File: src/hdl/bfdh_pkg.sv
package bfdh_pkg;

   // fixed field and hash widths
   localparam int HASH_W = 64;
   localparam int BYTE_W = 8;
   localparam int CFG_W  = 21;

   // bit store row geometry
   localparam int WORD_W    = 64;
   localparam int BIT_IDX_W = 6;

   // defaults for the top level parameters
   localparam int DEF_MAX_BITS   = 1048576;
   localparam int DEF_NUM_HASHES = 3;

   // queue between front and back
   localparam int QUEUE_DEPTH = 2;
   localparam int QPTR_W      = $clog2(QUEUE_DEPTH);

   // hash seeds and register reset
   localparam logic [HASH_W-1:0] FIRST_INIT   = 64'd5381;
   localparam logic [HASH_W-1:0] SECOND_INIT  = 64'd0;
   localparam logic [CFG_W-1:0]  FILTER_RESET = 21'd819200;

   // one finished key handed from front to back
   typedef struct packed {
      logic [HASH_W-1:0] first_hash;
      logic [HASH_W-1:0] second_hash;
      logic              check;
   } queue_entry_type;

   // status seen by the front
   typedef struct packed {
      logic clearing;
      logic q_full;
   } front_ctrl_type;

endpackage

File: src/hdl/bfdh_queue.sv
module bfdh_queue (
   input  logic                          clock,
   input  logic                          reset,
   input  logic                          push,
   input  bfdh_pkg::queue_entry_type     push_entry,
   input  logic                          pop,
   output logic                          q_valid,
   output logic                          q_full,
   output bfdh_pkg::queue_entry_type     q_entry
);
   import bfdh_pkg::*;

   queue_entry_type     slot_ff [QUEUE_DEPTH];
   logic [QPTR_W-1:0]   wr_ptr_ff;
   logic [QPTR_W-1:0]   rd_ptr_ff;
   logic [QPTR_W:0]     count_ff;
   logic                do_push;
   logic                do_pop;

   assign q_valid = (count_ff != '0);
   assign q_full  = (count_ff == (QPTR_W+1)'(QUEUE_DEPTH));
   assign q_entry = slot_ff[rd_ptr_ff];
   assign do_push = push & ~q_full;
   assign do_pop  = pop & q_valid;

   // entry storage
   always_ff @(posedge clock) begin
      if (do_push) begin
         slot_ff[wr_ptr_ff] <= push_entry;
      end
   end

   // pointers and fill count, depth is a power of two
   always_ff @(posedge clock) begin
      if (reset) begin
         wr_ptr_ff <= '0;
         rd_ptr_ff <= '0;
         count_ff  <= '0;
      end else begin
         if (do_push) begin
            wr_ptr_ff <= wr_ptr_ff + 1'b1;
         end
         if (do_pop) begin
            rd_ptr_ff <= rd_ptr_ff + 1'b1;
         end
         if (do_push & ~do_pop) begin
            count_ff <= count_ff + 1'b1;
         end else if (do_pop & ~do_push) begin
            count_ff <= count_ff - 1'b1;
         end
      end
   end

endmodule

File: config.mk
export PLATFORM = sky130hd
export DESIGN_NAME = bfdh_queue
export DESIGN_NICKNAME = d
export VERILOG_FILES = /design/src/hdl/bfdh_pkg.sv /design/src/hdl/bfdh_queue.sv
export SDC_FILE = /design/constraint.sdc
export NUM_CORES = 1
export LEC_CHECK = 0
export BUFFER_PORTS_ARGS = -buffer_cell sky130_fd_sc_hd__buf_2
export CAP_MARGIN = 10
export CELL_PAD_IN_SITES_DETAIL_PLACEMENT = 2
export CELL_PAD_IN_SITES_GLOBAL_PLACEMENT = 2
export CORE_UTILIZATION = 38
export DETAILED_ROUTE_END_ITERATION = 8
export MAX_ROUTING_LAYER = met4
export PLACE_DENSITY = 0.81
export SKIP_CTS_REPAIR_TIMING = 1
export SLEW_MARGIN = 10
export SYNTH_ARGS = -nofsm -noshare
export SYNTH_HDL_FRONTEND = slang
export SYNTH_SLANG_ARGS = --single-unit
File: constraint.sdc
create_clock -name clock -period 4.5 [get_ports clock]
set_clock_uncertainty 0.05 [all_clocks]
set_input_delay 0.225 -clock clock [delete_from_list [all_inputs] [get_ports clock]]
set_output_delay 0.225 -clock clock [all_outputs]
set_load 0.01 [all_outputs]
Word level (Yosys, flattened, before mapping):

Memories as Yosys holds them, arrays and structs flattened. A register that Yosys moved wholly into a read port is not among the register bits.
Cells that the tools add are included.

* bits in registers: 4
* memory bits (writable): 258
* memories kept: 1

* add/sub/neg operators: 4
* eq/ne operators: 1
* mux-type cells: 6
* bitwise logic cells: 7
* reductions and logical operators: 2

Memory list
* slot_ff: depth 2, bits a word 129, read ports 1, clocked after memory_dff 1, wr ports 1, RTL line bfdh_queue.sv:13 `queue_entry_type slot_ff [QUEUE_DEPTH];`

Operators with widths (count)
* $and 1x1->1: 4
* $mux 1: 4
* $mux 2: 2
* $reduce_bool 2->1: 2
* $not 1->1: 3
* $add 1x1->1 const B: 2
* $add 2x1->2 const B: 1
* $eq 2x2->1 const B: 1
* $sub 2x1->2 const B: 1

Logic depth before layout (Yosys ltp):

* word-level depth: 7
* mapped depth: 6
* gate-level depth less buffers: 6

Worst setup path before layout:

OpenSTA, ideal clock, no wires.

* path type: register to register
* start: reg count_ff[1]
* end: mem slot_ff[1][0] (netlist name), enable pin
* library setup time: 0.504 ns
* arrival time: 3.594 ns
* data required time: 3.946 ns
* slack: 0.352 ns
* cell stages (with the launch flop): 4
* cells stage by stage: dfxtp_1 > nor2b_2 > nor2_1 > and2_1

* cells in the longest elaborated chain, start to end: 5

RTL lines
* start: declaration: RTL line bfdh_queue.sv:16 `logic [QPTR_W:0] count_ff;`
* start signal: assignment: RTL line bfdh_queue.sv:47 `count_ff <= count_ff + 1'b1;`
* start signal: assignment: RTL line bfdh_queue.sv:49 `count_ff <= count_ff - 1'b1;`
* $eq 2x2->1: RTL line bfdh_queue.sv:21 `assign q_full = (count_ff == (QPTR_W+1)'(QUEUE_DEPTH));`
* net q_full: RTL line bfdh_queue.sv:8 `output logic q_full,`
* $not 1->1: RTL line bfdh_queue.sv:23 `assign do_push = push & ~q_full;`
* $and 1x1->1: RTL line bfdh_queue.sv:23
* $mux 1: RTL line bfdh_queue.sv:28 `if (do_push) begin`
* $mux 1 (implied by the code): RTL line bfdh_queue.sv:29 `slot_ff[wr_ptr_ff] <= push_entry;`
* end: declaration: RTL line bfdh_queue.sv:13

The timed path passes the listed nets, and every way through them passes these cells.

==> flow_summary.yaml <==
cells_and_area:
  nets: 972
  layout-drive-gt1-share: 0.5128
  stdcell_count: 1186
  area_delta_synth_final_pct: 40.92
worst_setup_path:
  worstPathRequired_ns: 4.22
  cp-end-kind: "output pin"
  path_delay_family: "flip-flops"
  worstSetupPathType: "register to output pin"
  ff2ff_setup_slack_ns: 1.95
  worstPathMaxFanout: 70
  worstPathCellList: "buf_12 -> mux2_2 -> buf_2"
  critPathSlowestCell: "dfxtp_4"
  critical_path.startpoint_type: "register"
  path_buf_inv: 2
  cpPeakStageDelay_ns: 0.88
  cp.arrival_ns: 2.49
power:
  power_frac_comb: 0.235
  swShare: 0.2796
  leakagePower_nw: 5.058
  p_int_mw: 5.368
  seq_power_share: 0.439
  powerDensity_nw_per_um2: 552.8
  clockPowerShare: 0.327
  peakVddDrop_uv: 461.4
  switchingPower_mw: 2.083
placed_design:
  dp_slack_ns: 2.020
  placed_cells: 1002
  place_congestion: 0.7409
  hpwl_um: 15390
  port_buffers: 263
global_route:
  gr-total-overflow: 0
  grt_use_total: 0.1803
  antenna_found_initial: 2
  grt_pass1_wl_um: 34070
  grt_pass1_vias: 5733
  grt_max_degree: 72
routing:
  wire_per_inst_um: 23.70
  wl_met3_um: 1535
  drt_iter0_markers: 283
  vias: 5620
  dr.max_layer_used: "met4"
  route.met2.wl_um: 16010
  drc: 0
  wl_met1_um: 10070
  drt-total-wl_um: 28100
  first_pass_iters: 4
  ant_nets: 0
  vias_per_cell: 4.739
synthesis:
  synth_seq_cells: 263
  yosys_warnings: 0
  synth_area_um2: 9564
  ys_seq_area_frac: 0.8205
  postSynthCellCount: 426
  synth_cell_types: 16
  syn_avg_cell_area_um2: 22.45
  synth_fp_nets: 560
floorplanning:
  die_w_um: 160.6
  row_count: 57
  ioPinCount: 264
  die_h_um: 160.6
  dieArea_um2: 25810
  start_util: 0.3898
  coreArea_um2: 24530
timing:
  finalMaxSlewViolations: 0
  finalSetupViolations: 0
  tightest_slew_ns: 0.8692
  period_minus_slack_ns: 2.763
  slew_headroom: 0.4205
  hold_violations: 0
  fin_tns_setup_ns: 0
  clock.fmax_mhz: 361.9
  grt_setup_unrepaired: "no"
  fin_crit_sh: 0.6140
  fin_ws_ns: 1.737
hold_path:
  worst_hold_path_type: "primary input to register"
clocking:
  cts-root-buf: "clkbuf_16"
  htree_levels: 1
  clk_pin_slew_ns: 0.06
  numCtsBuffers: 28
  cts_tree: "done"
  clock-sinks: 263
  clk_path_buf_depth: 3
  clk_latency_ns: 0.55
run_status:
  status: "finished clean"
flow_run:
  cap_violations: 0
[tightest hold or removal path, stage by stage]
cell and delay, ns:
buf_2 0.10, inv_1 0.09, or3_1 0.19, a21oi_1 0.10
[state kept, by name (all words and copies together) (netlist names), named ones only]
register,count
count_ff,2
rd_ptr_ff,1
wr_ptr_ff,1
slot_ff,258
[path summary, 6_finish.rpt]
kind | startpoint | end | cells after the start
hold reg to reg | rd_ptr_ff$_SDFFE_PP0P_ | rd_ptr_ff$_SDFFE_PP0P_ | 2
setup reg to reg | count_ff[0]$_SDFFE_PP0P_ | slot_ff[1][114]$_DFFE_PP_ | 4
hold / removal | push | wr_ptr_ff$_SDFFE_PP0N_ | 4
setup / recovery | register | q_entry[92] | 3
[cell usage in the layout, fill, tap and decap left out]
master | netlist | layout
clkinv_2 | 0 | 5
mux2_2 | 129 | 129
buf_2 | 1 | 263
nor2_1 | 4 | 4
xor2_1 | 3 | 3
diode_2 | 0 | 2
a21oi_1 | 2 | 2
dlygate4sd3_1 | 0 | 130
inv_4 | 0 | 1
dfxtp_4 | 0 | 1
clkbuf_8 | 0 | 2
and2_4 | 0 | 1
inv_1 | 2 | 1
dfxtp_1 | 5 | 4
buf_12 | 0 | 3
clkbuf_1 | 0 | 10
clkinv_8 | 0 | 1
or2_2 | 1 | 1
clkbuf_16 | 0 | 28
edfxtp_1 | 258 | 258
o21ai_0 | 3 | 3
bufinv_16 | 0 | 5
clkinv_1 | 0 | 1
nor2b_2 | 1 | 1
or3_1 | 2 | 2
ha_1 | 1 | 1
[through the flow]
stage / power (mW) / cell area (µm²) / utilization / hold slack [ns]
floorplan: 4.289 / 9564 / - / 0.2441
global placement: 4.816 / 11210 / 0.4570 / 0.3626
detailed placement: 4.929 / 11210 / 0.4570 / 0.3667
CTS: 7.348 / 12170 / 0.4961 / -0.2087
global route: 7.712 / 13480 / 0.5494 / 0.1540
finish: 7.451 / 13480 / 0.5494 / 0.1635
[power groups by stage]
stage	registers (mW)	logic (mW)	clock network, mW
detailed placement	3.31	1.62	0
floorplan	3.22	1.07	0
finish	3.27	1.75	2.43
CTS	3.26	1.64	2.44
global route	3.30	1.85	2.56
global placement	3.26	1.56	0
[metal layers]
layer  vias up  GRT usage
met5         -          -
met1      2872     0.1946
met3        35    0.05165
met2       191     0.3290
met4         0    0.03333
li1       2522          -
[cells by family after synthesis]
family / synth area share
buffers and inverters: 0.01583
muxes: 0.1519
AOI/OAI and AO/OA: 0.002616
xor gates and xnor gates: 0.002748
adders and majority gates: 0.001308
and+or+nand+nor: 0.005102
DFF: 0.8205
[cells in the mapped netlist]
master | count | area (µm²)
edfxtp_1 | 258 | 7747
mux2_2 | 129 | 1453
buf_6 | 11 | 123.9
dfxtp_1 | 5 | 100.1
nor2_1 | 4 | 15.01
o21ai_0 | 3 | 15.01
xor2_1 | 3 | 26.28
a21oi_1 | 2 | 10.01
buf_4 | 2 | 15.01
inv_1 | 2 | 7.510
or3_1 | 2 | 12.51
and2_1 | 1 | 6.260
buf_2 | 1 | 5.000
ha_1 | 1 | 12.51
nor2b_2 | 1 | 8.760
or2_2 | 1 | 6.260
[final cells by class]
class / count / area [µm²]
clock buffers: 40 / 765.7
multi-input cells: 147 / 1568
diodes: 2 / 5.005
repair buffers: 396 / 2678
clock inverters: 12 / 195.2
flip-flops and latches: 263 / 7851
fillers: 2173 / 11060
well taps: 324 / 405.4
inverters: 2 / 10.01
Note: power is estimated with default switching activity, not from simulation.
