File: config.mk
export PLATFORM = sky130hd
export DESIGN_NAME = bfdh_front
export DESIGN_NICKNAME = d
export VERILOG_FILES = /design/src/hdl/bfdh_pkg.sv /design/src/hdl/bfdh_front.sv
export SDC_FILE = /design/constraint.sdc
export NUM_CORES = 1
export LEC_CHECK = 0
export BUFFER_PORTS_ARGS = -buffer_cell sky130_fd_sc_hd__buf_2
export CORE_MARGIN = 1
export CORE_UTILIZATION = 25
export CTS_CLUSTER_SIZE = 14
export DETAILED_ROUTE_END_ITERATION = 10
export GPL_TIMING_DRIVEN = 0
export SLEW_MARGIN = 20
export SYNTH_ARGS = -nofsm -noshare
export SYNTH_HDL_FRONTEND = slang
export SYNTH_SLANG_ARGS = --single-unit
File: constraint.sdc
create_clock -name clock -period 4.9 [get_ports clock]
set_input_delay 0.735 -clock clock [delete_from_list [all_inputs] [get_ports clock]]
set_output_delay 0.735 -clock clock [all_outputs]
set_load 0.05 [all_outputs]
File: src/hdl/bfdh_pkg.sv
package bfdh_pkg;

   // fixed field and hash widths
   localparam int HASH_W = 64;
   localparam int BYTE_W = 8;
   localparam int CFG_W  = 21;

   // bit store row geometry
   localparam int WORD_W    = 64;
   localparam int BIT_IDX_W = 6;

   // defaults for the top level parameters
   localparam int DEF_MAX_BITS   = 1048576;
   localparam int DEF_NUM_HASHES = 3;

   // queue between front and back
   localparam int QUEUE_DEPTH = 2;
   localparam int QPTR_W      = $clog2(QUEUE_DEPTH);

   // hash seeds and register reset
   localparam logic [HASH_W-1:0] FIRST_INIT   = 64'd5381;
   localparam logic [HASH_W-1:0] SECOND_INIT  = 64'd0;
   localparam logic [CFG_W-1:0]  FILTER_RESET = 21'd819200;

   // one finished key handed from front to back
   typedef struct packed {
      logic [HASH_W-1:0] first_hash;
      logic [HASH_W-1:0] second_hash;
      logic              check;
   } queue_entry_type;

   // status seen by the front
   typedef struct packed {
      logic clearing;
      logic q_full;
   } front_ctrl_type;

endpackage

File: src/hdl/bfdh_front.sv
module bfdh_front (
   input  logic                          clock,
   input  logic                          reset,
   input  logic                          req_valid,
   output logic                          req_stall,
   input  logic [7:0]                    req_key_byte,
   input  logic                          req_last_byte,
   input  logic                          req_mode,
   input  bfdh_pkg::front_ctrl_type      ctrl,
   output logic                          push,
   output bfdh_pkg::queue_entry_type     push_entry
);
   import bfdh_pkg::*;

   logic [HASH_W-1:0] first_ff, first_in;
   logic [HASH_W-1:0] second_ff, second_in;
   logic [HASH_W-1:0] byte_ext;
   logic              accept;

   // hold items while the store is cleared or the queue is full
   assign req_stall = ctrl.clearing | ctrl.q_full;
   assign accept    = req_valid & ~req_stall;
   assign byte_ext  = {{(HASH_W-BYTE_W){1'b0}}, req_key_byte};

   // djb2 and sdbm folding of one byte
   always_comb begin
      first_in  = (first_ff << 5) + first_ff + byte_ext;
      second_in = byte_ext + (second_ff << 6) + (second_ff << 16) - second_ff;
   end

   // a finished key goes to the queue
   assign push                   = accept & req_last_byte;
   assign push_entry.first_hash  = first_in;
   assign push_entry.second_hash = second_in;
   assign push_entry.check       = req_mode;

   always_ff @(posedge clock) begin
      if (reset) begin
         first_ff  <= FIRST_INIT;
         second_ff <= SECOND_INIT;
      end else if (accept) begin
         if (req_last_byte) begin
            first_ff  <= FIRST_INIT;
            second_ff <= SECOND_INIT;
         end else begin
            first_ff  <= first_in;
            second_ff <= second_in;
         end
      end
   end

endmodule

---- Word-level counts from Yosys, hierarchy flattened ----
Cells that the tools add are included.
word-level totals
  register bits after elaboration ......... 128
  input port bits ......................... 15
  output and inout port bits .............. 131
  word-level logic and storage cells ...... 13
operators by class
  add/sub/neg operators ................... 5
  muxes and demuxes ....................... 2
  bitwise operators ....................... 4
operator list
  cell                    number
  adder 64 bit            2
  two-way mux 64 bit      2
  adder 64 x 8 -> 64 bit  1
  adder 8 x 64 -> 64 bit  1
  subtractor 64 bit       1
  AND 1 bit               2
  NOT 1 bit               1
  bitwise OR 1 bit        1

---- Depth between registers and ports, before layout ----
Gate-level depths: netlist (run 1).
  depth in word-level cells ............... 4
  depth in mapped cells ................... 16
  depth with buffers taken out ............ 16

---- Least setup slack after synthesis (run 1) ----
Ideal clock, no wire load.
  kind .................................... input-to-output
  from .................................... input req_key_byte[1]
  to ...................................... output push_entry[122] in the netlist's numbering
  arrival ................................. 4.481 ns
  data required time ...................... 4.165 ns
  setup slack ............................. -0.316 ns
  cell stages on the path ................. 13
  path buffers ............................ 0
  cells stage by stage .................... ha_1 > ha_1 > fa_1 > a211oi_1 > o21ai_0 > a41o_1 > a31o_2 > a31o_2 > a41oi_1 > o21a_1 > o21a_1 > o21ai_0 > xnor2_1
RTL lines
  element      RTL line          text
  from (decl)  bfdh_front.sv:6   input logic [7:0] req_key_byte,
  to (decl)    bfdh_front.sv:11  output bfdh_pkg::queue_entry_type push_entry

==> metrics.yaml, run 1 <==
floorplanning:
  core_area_um2: 57600
  die_w_um: 243
  io_pins: 146
  rows: 88
  initial_core_util_pct: 25.3
  die_area_um2: 59200
  die_height_um: 243
yosys:
  ys_types: 75
  syn_avg_cell_area_um2: 7.88
  synthCells: 1847
  synth_mux_area_share_pct: 0.138
  synthFlopType: "dfxtp_1"
  synth.ff_latch_count: 128
  synth_area_leaders: "dfxtp_1 18%, ha_1 17%, fa_1 7.4%"
  synth_top_area_share_pct: 17.6
  synth_area_um2: 14600
  ys_async_sr_fraction_pct: 0
  synth_edf_count: 0
  synth_top_area_cell: "dfxtp_1"
  synthAdderAreaFrac_pct: 24.5
  synthesis.nets: 2114
  yosys-top-cells-count: "198 x ha_1, 196 x inv_1, 156 x a21oi_1, 141 x nor2_1, 128 x dfxtp_1"
  synth_compound_area_share_pct: 28.2
  synth_top_family_by_area: "compound AO/OA/AOI/OAI gates"
  ys_seq_area_share_pct: 17.6
  synthSimpleGateAreaFrac_pct: 14.6
  synth_xor_area_share_pct: 7.10
  yosysMostFrequentCell: "ha_1"
  yosysWarnings: 0
detailed_routing:
  drtIter0Drc: 714
  drc: 0
  drt_pass1_iterations: 5
  viasPerCell: 5.01
  vias: 14081
  wire_per_inst_um: 17.9
  drt_wl_total_um: 50200
  ant_nets: 0
sta:
  setup_viol: 1
  relSlewSlack_pct: 37.0
  final_hold_viol_count: 0
  min_period_over_period_pct: 100
  fmax_mhz: 204
  fin_worst_skew_ns: 0.0171
  grt_setup_unrepaired: "true"
  drv_slew: 0
  fin_tns_setup_ns: -0.00105
  worst_pin_slew_ns: 0.942
  period_needed_ns: 4.90
  setup_ws_ns: -0.00105
cts:
  tritoncts: "done"
  cts_hold_buffers: 0
  cts.htree.levels: 4
  clkSlewWorstSetupHoldPaths_ns: 0.06
  insertion_delay_ns: 0.45
  numCtsBuffers: 17
  clkSinkCount: 128
  cts_buffer_depth: 2
  cts_root_buffer: "clkbuf_16"
grt:
  grt_use_met3_pct: 2.59
  grt_pass1_vias: 13666
  grt_max_degree: 17
  grt_remaining_overflow: 0
  antenna_found_initial: 1
  grt_pass1_wl_um: 76700
  grtUsageMet2_pct: 29.6
  grt_busiest_layer: "met2"
  track_usage_pct: 16.6
  use_met1_pct: 20.0
placement:
  port-buffer-count: 143
  dpl.hpwl_um: 40500
  pre_cts_slack_ns: -0.710
  place.gp.congestion: 0.912
layout:
  num_antenna_cells: 0
  multiInputGateArea_um2: 11700
  drive_above_1_share_pct: 19.8
  nets: 2299
  regArea_um2: 2590
  nFillCells: 6136
  area_growth_pct: 24.8
power_and_ir_drop:
  power_density_nw_per_um2: 573
  p_leak_nw: 8.76
  peakVddDrop_mv: 1.15
outcome:
  violations: "setup timing"
  run_status: "finished with violations"
critical_path:
  crit_arrival_ns: 4.17
  worst-setup-path-type: "primary input to output pin"
  r2r_end: "second_ff[57]"
  cp_max_fo: 4
  crit_path_end_kind: "output pin"
  start_kind: "primary input"
  reg2reg_slack_ns: 0.80
  timing.rr.start: "second_ff[3]"
  cp.required_ns: 4.16
  ff2ff_path_depth: 17
flow_run:
  maxCapViolCount: 0
min_path:
  whs_endpoint: "first_ff[59]"
  worstHoldPathCells: 1
  holdCritStartpoint: "first_ff[59]"
  hold_path_class: "register to register"
-- through the flow --
step | utilization (%) | hold slack, ns | area, um2 | instances | total power, mW
floorplan | - | 0.432 | 14600 | 1847 | 6.19
global placement | 28.3 | 0.441 | 16300 | 2755 | 7.86
detailed placement | 28.3 | 0.445 | 16300 | 2755 | 7.86
CTS | 30.7 | 0.473 | 17700 | 2809 | 10.0
global route | 31.5 | 0.508 | 18200 | 2809 | 10.9
finish | 31.5 | 0.487 | 18200 | 2809 | 10.4
-- timing repair --
item | in CTS | in global routing
setup buffers | 34 | 19
gates resized for setup | 150 | 103
setup endpoints to repair | 60 | 51
pin swaps | 46 | 49
-- layout make-up --
cell class	instances	area share, %
multi-input combinational	1418	64.4
sequential	128	14.3
timing repair buffer	196	6.91
tap	765	5.27
inverter	196	4.08
clock buffer	21	2.54
buffer	75	1.67
clock inverter	10	0.882
-- flip-flops by register name, indices dropped and copies added, names as in the netlist --
register and flops:
second_ff 64, first_ff 64
-- worst max path at each step --
stage                               start  cells after the start         endpoint  slack [ns]
after floorplan           req_key_byte[1]                     13  push_entry[122]       -0.03
after global placement    req_key_byte[1]                     15  push_entry[122]       -0.71
after detailed placement  req_key_byte[7]                     16   push_entry[63]       -0.71
after CTS                    second_ff[1]                     16   push_entry[62]       -0.06
after global routing         second_ff[1]                     16   push_entry[54]       -0.15
final                     req_key_byte[0]                     18   push_entry[62]      -0.001
-- critical path: stages --
cell and delay, ns:
buf_2 0.10, inv_1 0.04, ha_2 0.17, inv_2 0.06, ha_4 0.13, inv_2 0.03
fa_2 0.37, nand2b_4 0.16, a2111o_1 0.43, a21boi_4 0.20, nor2_2 0.07, o31a_1 0.36
o31ai_4 0.36, a31o_4 0.25, nand4_1 0.14, a32oi_2 0.23, and2_4 0.18, buf_8 0.13
-- cells in the final DEF, fill, tap and decap left out, drive strengths merged, types with 7 or more instances in the layout --
master,instances
o211ai,7
a22o,60
a31oi,9
buf,194
nand2,111
ha,198
nor3,19
o31ai,13
o21a,14
and2,16
a211oi,17
nand4,47
a21oi,156
nand2b,13
or3,15
nor2b,10
inv,196
nor2,141
nand3,38
clkbuf,97
o21bai,31
a22oi,46
dfxtp,128
xor2,46
o21ai,82
xnor2,72
a21o,97
and3,13
fa,54
-- layer usage --
metal / wire (um) / vias to the layer above / share of wire, %
met5: 0 / - / 0
met4: 1600 / 0 / 3.2
met3: 2110 / 71 / 4.2
met2: 25000 / 322 / 50
met1: 21500 / 6724 / 43
li1: - / 6964 / -
-- cells by family (layout without fill, tap and decap cells) --
| group | after synthesis | after routing |
|---|---|---|
| flip-flops | 128 | 128 |
| AND/OR/NAND/NOR | 447 | 447 |
| buffers and inverters | 301 | 498 |
| adder cells (fa/ha/maj) | 252 | 252 |
| XOR/XNOR | 118 | 118 |
| AO/OA/AOI/OAI | 599 | 599 |
| multiplexers | 2 | 2 |
-- report_power, final --
part | switching [mW] | internal [mW] | leakage (nW) | total (mW)
clock | 0.518 | 0.873 | 0.291 | 1.39
sequential | 0.0518 | 1.09 | 1.04 | 1.14
combinational | 5.35 | 2.53 | 7.42 | 7.88
total | 5.92 | 4.49 | 8.76 | 10.4
Note: power is estimated with default switching activity, not from simulation.
==> inputs of run 2 (changes only) <==
ABC_AREA = 1   (was unset)
==> metrics.yaml, run 2 <==
detailed_routing:
  drtIter0Drc: 1460  # +100%
  wire_per_inst_um: 15.8  # -12%
  ant_nets: 0  # unchanged
  viasPerCell: 4.40  # -12%
  drt_pass1_iterations: 8  # +3
  drc: 0  # unchanged
  drt_wl_total_um: 71000  # +41%
  vias: 19818  # +41%
layout:
  area_growth_pct: 13.6
  num_antenna_cells: 0  # unchanged
  mostFrequentLayoutCell: "nand2_1"
  regArea_um2: 2560  # -1.1%
  top_regs: "first_ff: 64 flops, second_ff: 64 flops"
  finalInstanceArea_um2: 21200  # +17%
  final_cell_mix: "1349 x nand2_1, 794 x inv_1, 207 x a21oi_1, 199 x nor2_1, 198 x ha_1"
  fin_cells: 4502  # +60%
  nets: 3797  # +65%
  multiInputGateArea_um2: 13000  # +11%
  nFillCells: 8419  # +37%
  final_util_pct: 28.9  # -2.6 points
  drive_above_1_share_pct: 6.58  # -13 points
sta:
  relSlewSlack_pct: 29.5  # -7.5 points
  period_needed_ns: 4.51  # -0.392 ns
  final_hold_viol_count: 0  # unchanged
  min_period_over_period_pct: 92.0  # -8.0 points
  worst_pin_slew_ns: 1.06  # +0.115 ns
  fin_worst_skew_ns: 0.0168  # -0.000368 ns
  fin_tns_setup_ns: 0  # +0.00105 ns
  setup_viol: 0  # -1
  fmax_mhz: 222  # +8.7%
  setup_ws_ns: 0.391  # +0.392 ns
  worst_hold_slack_ns: 0.471  # -0.0152 ns
  drv_slew: 0  # unchanged
  grt_setup_unrepaired: "false"
yosys:
  synthCells: 3368  # +82%
  synth_area_leaders: "nand2_1 27%, inv_1 16%, dfxtp_1 14%"
  synthFlopType: "dfxtp_1"
  synth.ff_latch_count: 128  # unchanged
  syn_avg_cell_area_um2: 5.55  # -30%
  yosysMostFrequentCell: "nand2_1"
  ys_seq_area_share_pct: 13.7  # -3.9 points
  ys_types: 31  # -59%
  synth_edf_count: 0  # unchanged
  yosys-top-cells-count: "1349 x nand2_1, 794 x inv_1, 207 x a21oi_1, 199 x nor2_1, 198 x ha_1"
  synth_top_area_cell: "nand2_1"
  synthesis.nets: 3635  # +72%
  yosysWarnings: 0  # unchanged
  synth_top_area_share_pct: 27.1  # +9.5 points
  synth_area_um2: 18700  # +29%
  ys_async_sr_fraction_pct: 0  # unchanged
grt:
  grt_max_degree: 17  # unchanged
  grt_pass1_vias: 18454  # +35%
  track_usage_pct: 18.9  # +2.3 points
  grt_pass1_wl_um: 107000  # +40%
  antenna_found_initial: 0  # -1
  grt_remaining_overflow: 0  # unchanged
floorplanning:
  io_pins: 146  # unchanged
  die_w_um: 275  # +13%
  die_area_um2: 75900  # +28%
  die_height_um: 275  # +13%
  core_area_um2: 73500  # +28%
  rows: 99  # +13%
  initial_core_util_pct: 25.5  # +0.19 points
critical_path:
  path_cells: "inv_1 > fa_1 > inv_1 > ha_1 > nand2_1 > nor2_1 > nand2_1 > inv_1 > nand3_1 > nand3_1 > nand2_1 > nand3b_1 > and2_1 > buf_2"
  cp_max_fo: 4  # unchanged
  worst-setup-path-type: "register to output pin"
  crit_path_end_kind: "output pin"
  crit_start: "second_ff[2]"
  timing.rr.start: "second_ff[10]"
  crit_arrival_ns: 3.77  # -0.40 ns
  critPathMaxStageDelay_ns: 0.54  # +0.11 ns
  start_kind: "register"
  cp_slowest_cell: "fa_1"
  cp.required_ns: 4.16  # about the same
placement:
  dpl.hpwl_um: 61900  # +53%
  dp.cells: 4470  # +62%
  port-buffer-count: 143  # unchanged
  place.gp.congestion: 0.952  # +4.3%
  placed_area_um2: 20600  # +27%
  pre_cts_slack_ns: 0.452  # +1.16 ns
cts:
  cts.htree.levels: 4  # unchanged
  insertion_delay_ns: 0.51  # +0.06 ns
  cts_buffer_depth: 2  # unchanged
  numCtsBuffers: 17  # unchanged
  clkSlewWorstSetupHoldPaths_ns: 0.06  # about the same
  clkSinkCount: 128  # unchanged
  cts_setup_buffers: 0  # -100%
  tritoncts: "done"
  cts_resized: 0  # -100%
  cts_hold_buffers: 0  # unchanged
  cts_root_buffer: "clkbuf_16"
power_and_ir_drop:
  p_leak_nw: 12.5  # +43%
  power_density_nw_per_um2: 473  # -17%
  total_power_mw: 10.1  # -3.5%
  peakVddDrop_mv: 0.520  # -55%
min_path:
  holdCritStartpoint: "second_ff[11]"
  hold_path_class: "register to register"
flow_run:
  maxCapViolCount: 0  # unchanged
outcome:
  run_status: "complete, no violations"
==> run 2: cell count changes in the layout (fill, tap and decap cells not counted), moves of 59 or more <==
| cell | change |
|---|---|
| nor2_1 | +61 |
| a21oi_1 | +70 |
| nand3_1 | +117 |
| a21o_1 | -96 |
| inv_1 | +611 |
| nand2_1 | +1238 |
| buf_4 | -69 |
| a22o_1 | -60 |
| xnor2_1 | -59 |
==> run 2: power by group <==
part           switching, mW  total, mW  internal [mW]
Clock                  0.598       1.46          0.860
Combinational           5.65       7.45           1.80
Sequential            0.0542       1.14           1.08
Total                   6.30       10.1           3.75
==> run 2: worst paths after layout <==
| path | cells past startpoint | to | slack (ns) |
|---|---|---|---|
| max | 14 | push_entry[40] | 0.39 |
| min | 2 | second_ff[11] | 0.47 |
| max reg2reg | 16 | second_ff[62] | 1.73 |
| min reg2reg | 2 | second_ff[11] | 0.47 |
==> run 2: critical path, delay by kind of cell, from the launching register on <==
kind	cells	cell delay (ns)
adders and majority gates	2	0.92
and+or+nand+nor	8	1.36
buffers and inverters	4	0.59
DFF	1	0.39
==> run 2: final cells by class <==
type,count,area share [%]
inverter,794,14.0
timing repair buffer,143,3.37
tap,959,5.65
buffer,42,0.813
sequential,128,12.1
multi-input combinational,2404,61.1
clock buffer,18,2.07
clock inverter,14,0.889
==> run 2: layer usage <==
layer | up-vias | wire length, um | track usage [%]
met5 | - | 0 | 0
met3 | 61 | 4020 | 2.89
met1 | 8988 | 33700 | 25.5
li1 | 10349 | - | -
met4 | 0 | 1590 | 5.71
met2 | 420 | 31700 | 30.7
==> run 2: kinds of logic after synthesis <==
| kind of cell | count (synthesis) | share of synthesized area [%] |
|---|---|---|
| flops | 128 | 13.7 |
| simple gates | 1859 | 40.9 |
| buf+inv | 836 | 16.9 |
| xor+xnor | 63 | 3.19 |
| fa+ha+maj | 252 | 19.0 |
| compound gates | 230 | 6.33 |
==> inputs of run 3 (changes only) <==
GPL_TIMING_DRIVEN = unset   (was 0)
RECOVER_POWER = 50   (was unset)
==> metrics.yaml, run 3 (same netlist as run 2, synthesis figures left out) <==
layout:
  final_cell_mix: "1349 x nand2_1, 794 x inv_1, 207 x a21oi_1, 198 x nor2_1, 198 x ha_1"
  mostFrequentLayoutCell: "nand2_1"
  drive_above_1_share_pct: 6.27  # -0.30 points
  top_regs: "first_ff: 64 flops, second_ff: 64 flops"
  nets: 3763  # -0.90%
  area_growth_pct: 12.5
  num_antenna_cells: 0  # unchanged
  final_util_pct: 28.6  # -0.28 points
cts:
  insertion_delay_ns: 0.50  # about the same
  cts_resized: 0  # unchanged
  tritoncts: "done"
  clkSinkCount: 128  # unchanged
  cts_setup_buffers: 0  # unchanged
  cts_hold_buffers: 0  # unchanged
  cts.htree.levels: 4  # unchanged
  clkSlewWorstSetupHoldPaths_ns: 0.07  # about the same
  numCtsBuffers: 17  # unchanged
  cts_buffer_depth: 2  # unchanged
  cts_root_buffer: "clkbuf_16"
outcome:
  violations: "capacitance limit, slew limit"
  run_status: "finished with violations"
critical_path:
  r2r_end: "second_ff[54]"
  cp_max_fo: 4  # unchanged
  reg2reg_slack_ns: 1.69  # -0.04 ns
  start_kind: "register"
  ff2ff_path_depth: 15  # -1
  cp.required_ns: 4.16  # about the same
  path_cells: "inv_1 > ha_1 > ha_1 > inv_1 > fa_1 > inv_1 > nand3_1 > nand2_2 > nand3_1 > nand3b_1 > nand2_1 > nand2_1 > nand2_1 > nand3_1 > and2_1 > buf_2"
  cp_slowest_cell: "fa_1"
  critPathMaxStageDelay_ns: 0.48  # -0.06 ns
  crit_path_end_kind: "output pin"
  timing.rr.start: "second_ff[4]"
  crit_arrival_ns: 3.81  # +0.04 ns
  worst-setup-path-type: "register to output pin"
  crit_start: "second_ff[1]"
sta:
  drv_slew: 137  # +137
  min_period_over_period_pct: 92.7  # +0.68 points
  fin_tns_setup_ns: 0  # unchanged
  worst_pin_slew_ns: 2.09  # +1.03 ns
  grt_setup_unrepaired: "false"
  period_needed_ns: 4.54  # +0.0335 ns
  final_hold_viol_count: 0  # unchanged
  setup_ws_ns: 0.357  # -0.0335 ns
  fin_worst_skew_ns: 0.0121  # -0.00465 ns
  worst_hold_slack_ns: 0.470  # -0.00127 ns
  relSlewSlack_pct: -39.2  # -69 points
  fmax_mhz: 220  # -0.74%
  setup_viol: 0  # unchanged
detailed_routing:
  wire_per_inst_um: 15.5  # -1.8%
  drt_wl_total_um: 69200  # -2.5%
  vias: 19628  # -0.96%
  drc: 0  # unchanged
  dr_wl_met3_um: 3720  # -7.5%
  drtIter0Drc: 1345  # -7.9%
  routed.top_layer: "met4"
  met1Wirelength_um: 33000  # -2.1%
  viasPerCell: 4.39  # -0.18%
  dr_wl_met2_um: 30700  # -3.0%
  drt_pass1_iterations: 5  # -3
  ant_nets: 0  # unchanged
min_path:
  whs_endpoint: "second_ff[13]"
  holdCritStartpoint: "second_ff[13]"
  hold_path_class: "register to register"
  worstHoldPathCells: 2  # unchanged
grt:
  grt_pass1_wl_um: 106000  # -1.0%
  antenna_found_initial: 0  # unchanged
  grt_pass1_vias: 18534  # +0.43%
  grt_remaining_overflow: 0  # unchanged
  grt_max_degree: 79  # +62
  track_usage_pct: 18.5  # -0.39 points
floorplanning:
  die_area_um2: 75900  # unchanged
  rows: 99  # unchanged
  die_height_um: 275  # unchanged
  core_area_um2: 73500  # unchanged
  io_pins: 146  # unchanged
  initial_core_util_pct: 25.5  # unchanged
  die_w_um: 275  # unchanged
power_and_ir_drop:
  peakVddDrop_mv: 0.634  # +22%
  p_leak_nw: 12.4  # -1.0%
  power_density_nw_per_um2: 465  # -1.6%
  total_power_mw: 9.79  # -2.6%
placement:
  dpl.hpwl_um: 59500  # -3.8%
  pre_cts_slack_ns: 0.574  # +0.122 ns
  place.gp.congestion: 0.960  # +0.87%
  port-buffer-count: 143  # unchanged
flow_run:
  maxCapViolCount: 2  # +2
## run 3: cell types whose count changed in the layout (fill, tap and decap cells not counted), sizes merged
| cell | delta |
|---|---|
| clkbuf | -15 |
| inv | -1 |
| buf | -15 |
| clkinv | -3 |
| clkinvlp | +3 |
| bufinv | -4 |
## run 3: final cells by class
class                   count  area (um2)
well taps                 959        1200
repair buffers            151         756
flip-flops and latches    128        2560
inverters                 794        2980
fillers                  8423       52400
clock inverters             9        60.1
multi-input cells        2404       13000
clock buffers              22         484
## run 3: worst max path at each step
stage / cells past startpoint / to
3_3_place_gp: 16 / push_entry[54]
6_report: 16 / push_entry[54]
4_1_cts: 16 / push_entry[54]
2_1_floorplan: 12 / push_entry[88]
3_5_place_dp: 18 / push_entry[54]
5_1_grt: 16 / push_entry[54]
## run 3: metrics by stage
| stage | instance area, um2 | instances |
|---|---|---|
| global placement | 20500 | 4436 |
| CTS | 21100 | 4467 |
| global route | 21000 | 4467 |
| detailed placement | 20500 | 4436 |
| finish | 21000 | 4467 |
| floorplan | 18700 | 3368 |
## run 3: per-layer routing
metal / up-vias / GRT usage (%)
met5: - / 0
met4: 0 / 6.19
met3: 75 / 2.84
met2: 453 / 30.0
met1: 8827 / 24.9
li1: 10273 / -
## run 3: critical path: cells and delay by family, from the launching register on
family	cells	cell delay (ns)
flops	1	0.32
buf+inv	4	0.62
simple gates	9	1.34
fa+ha+maj	3	1.03
## run 3: power by group
part	internal (mW)	switching, mW
Clock	0.691	0.582
Sequential	1.08	0.0542
Combinational	1.80	5.58
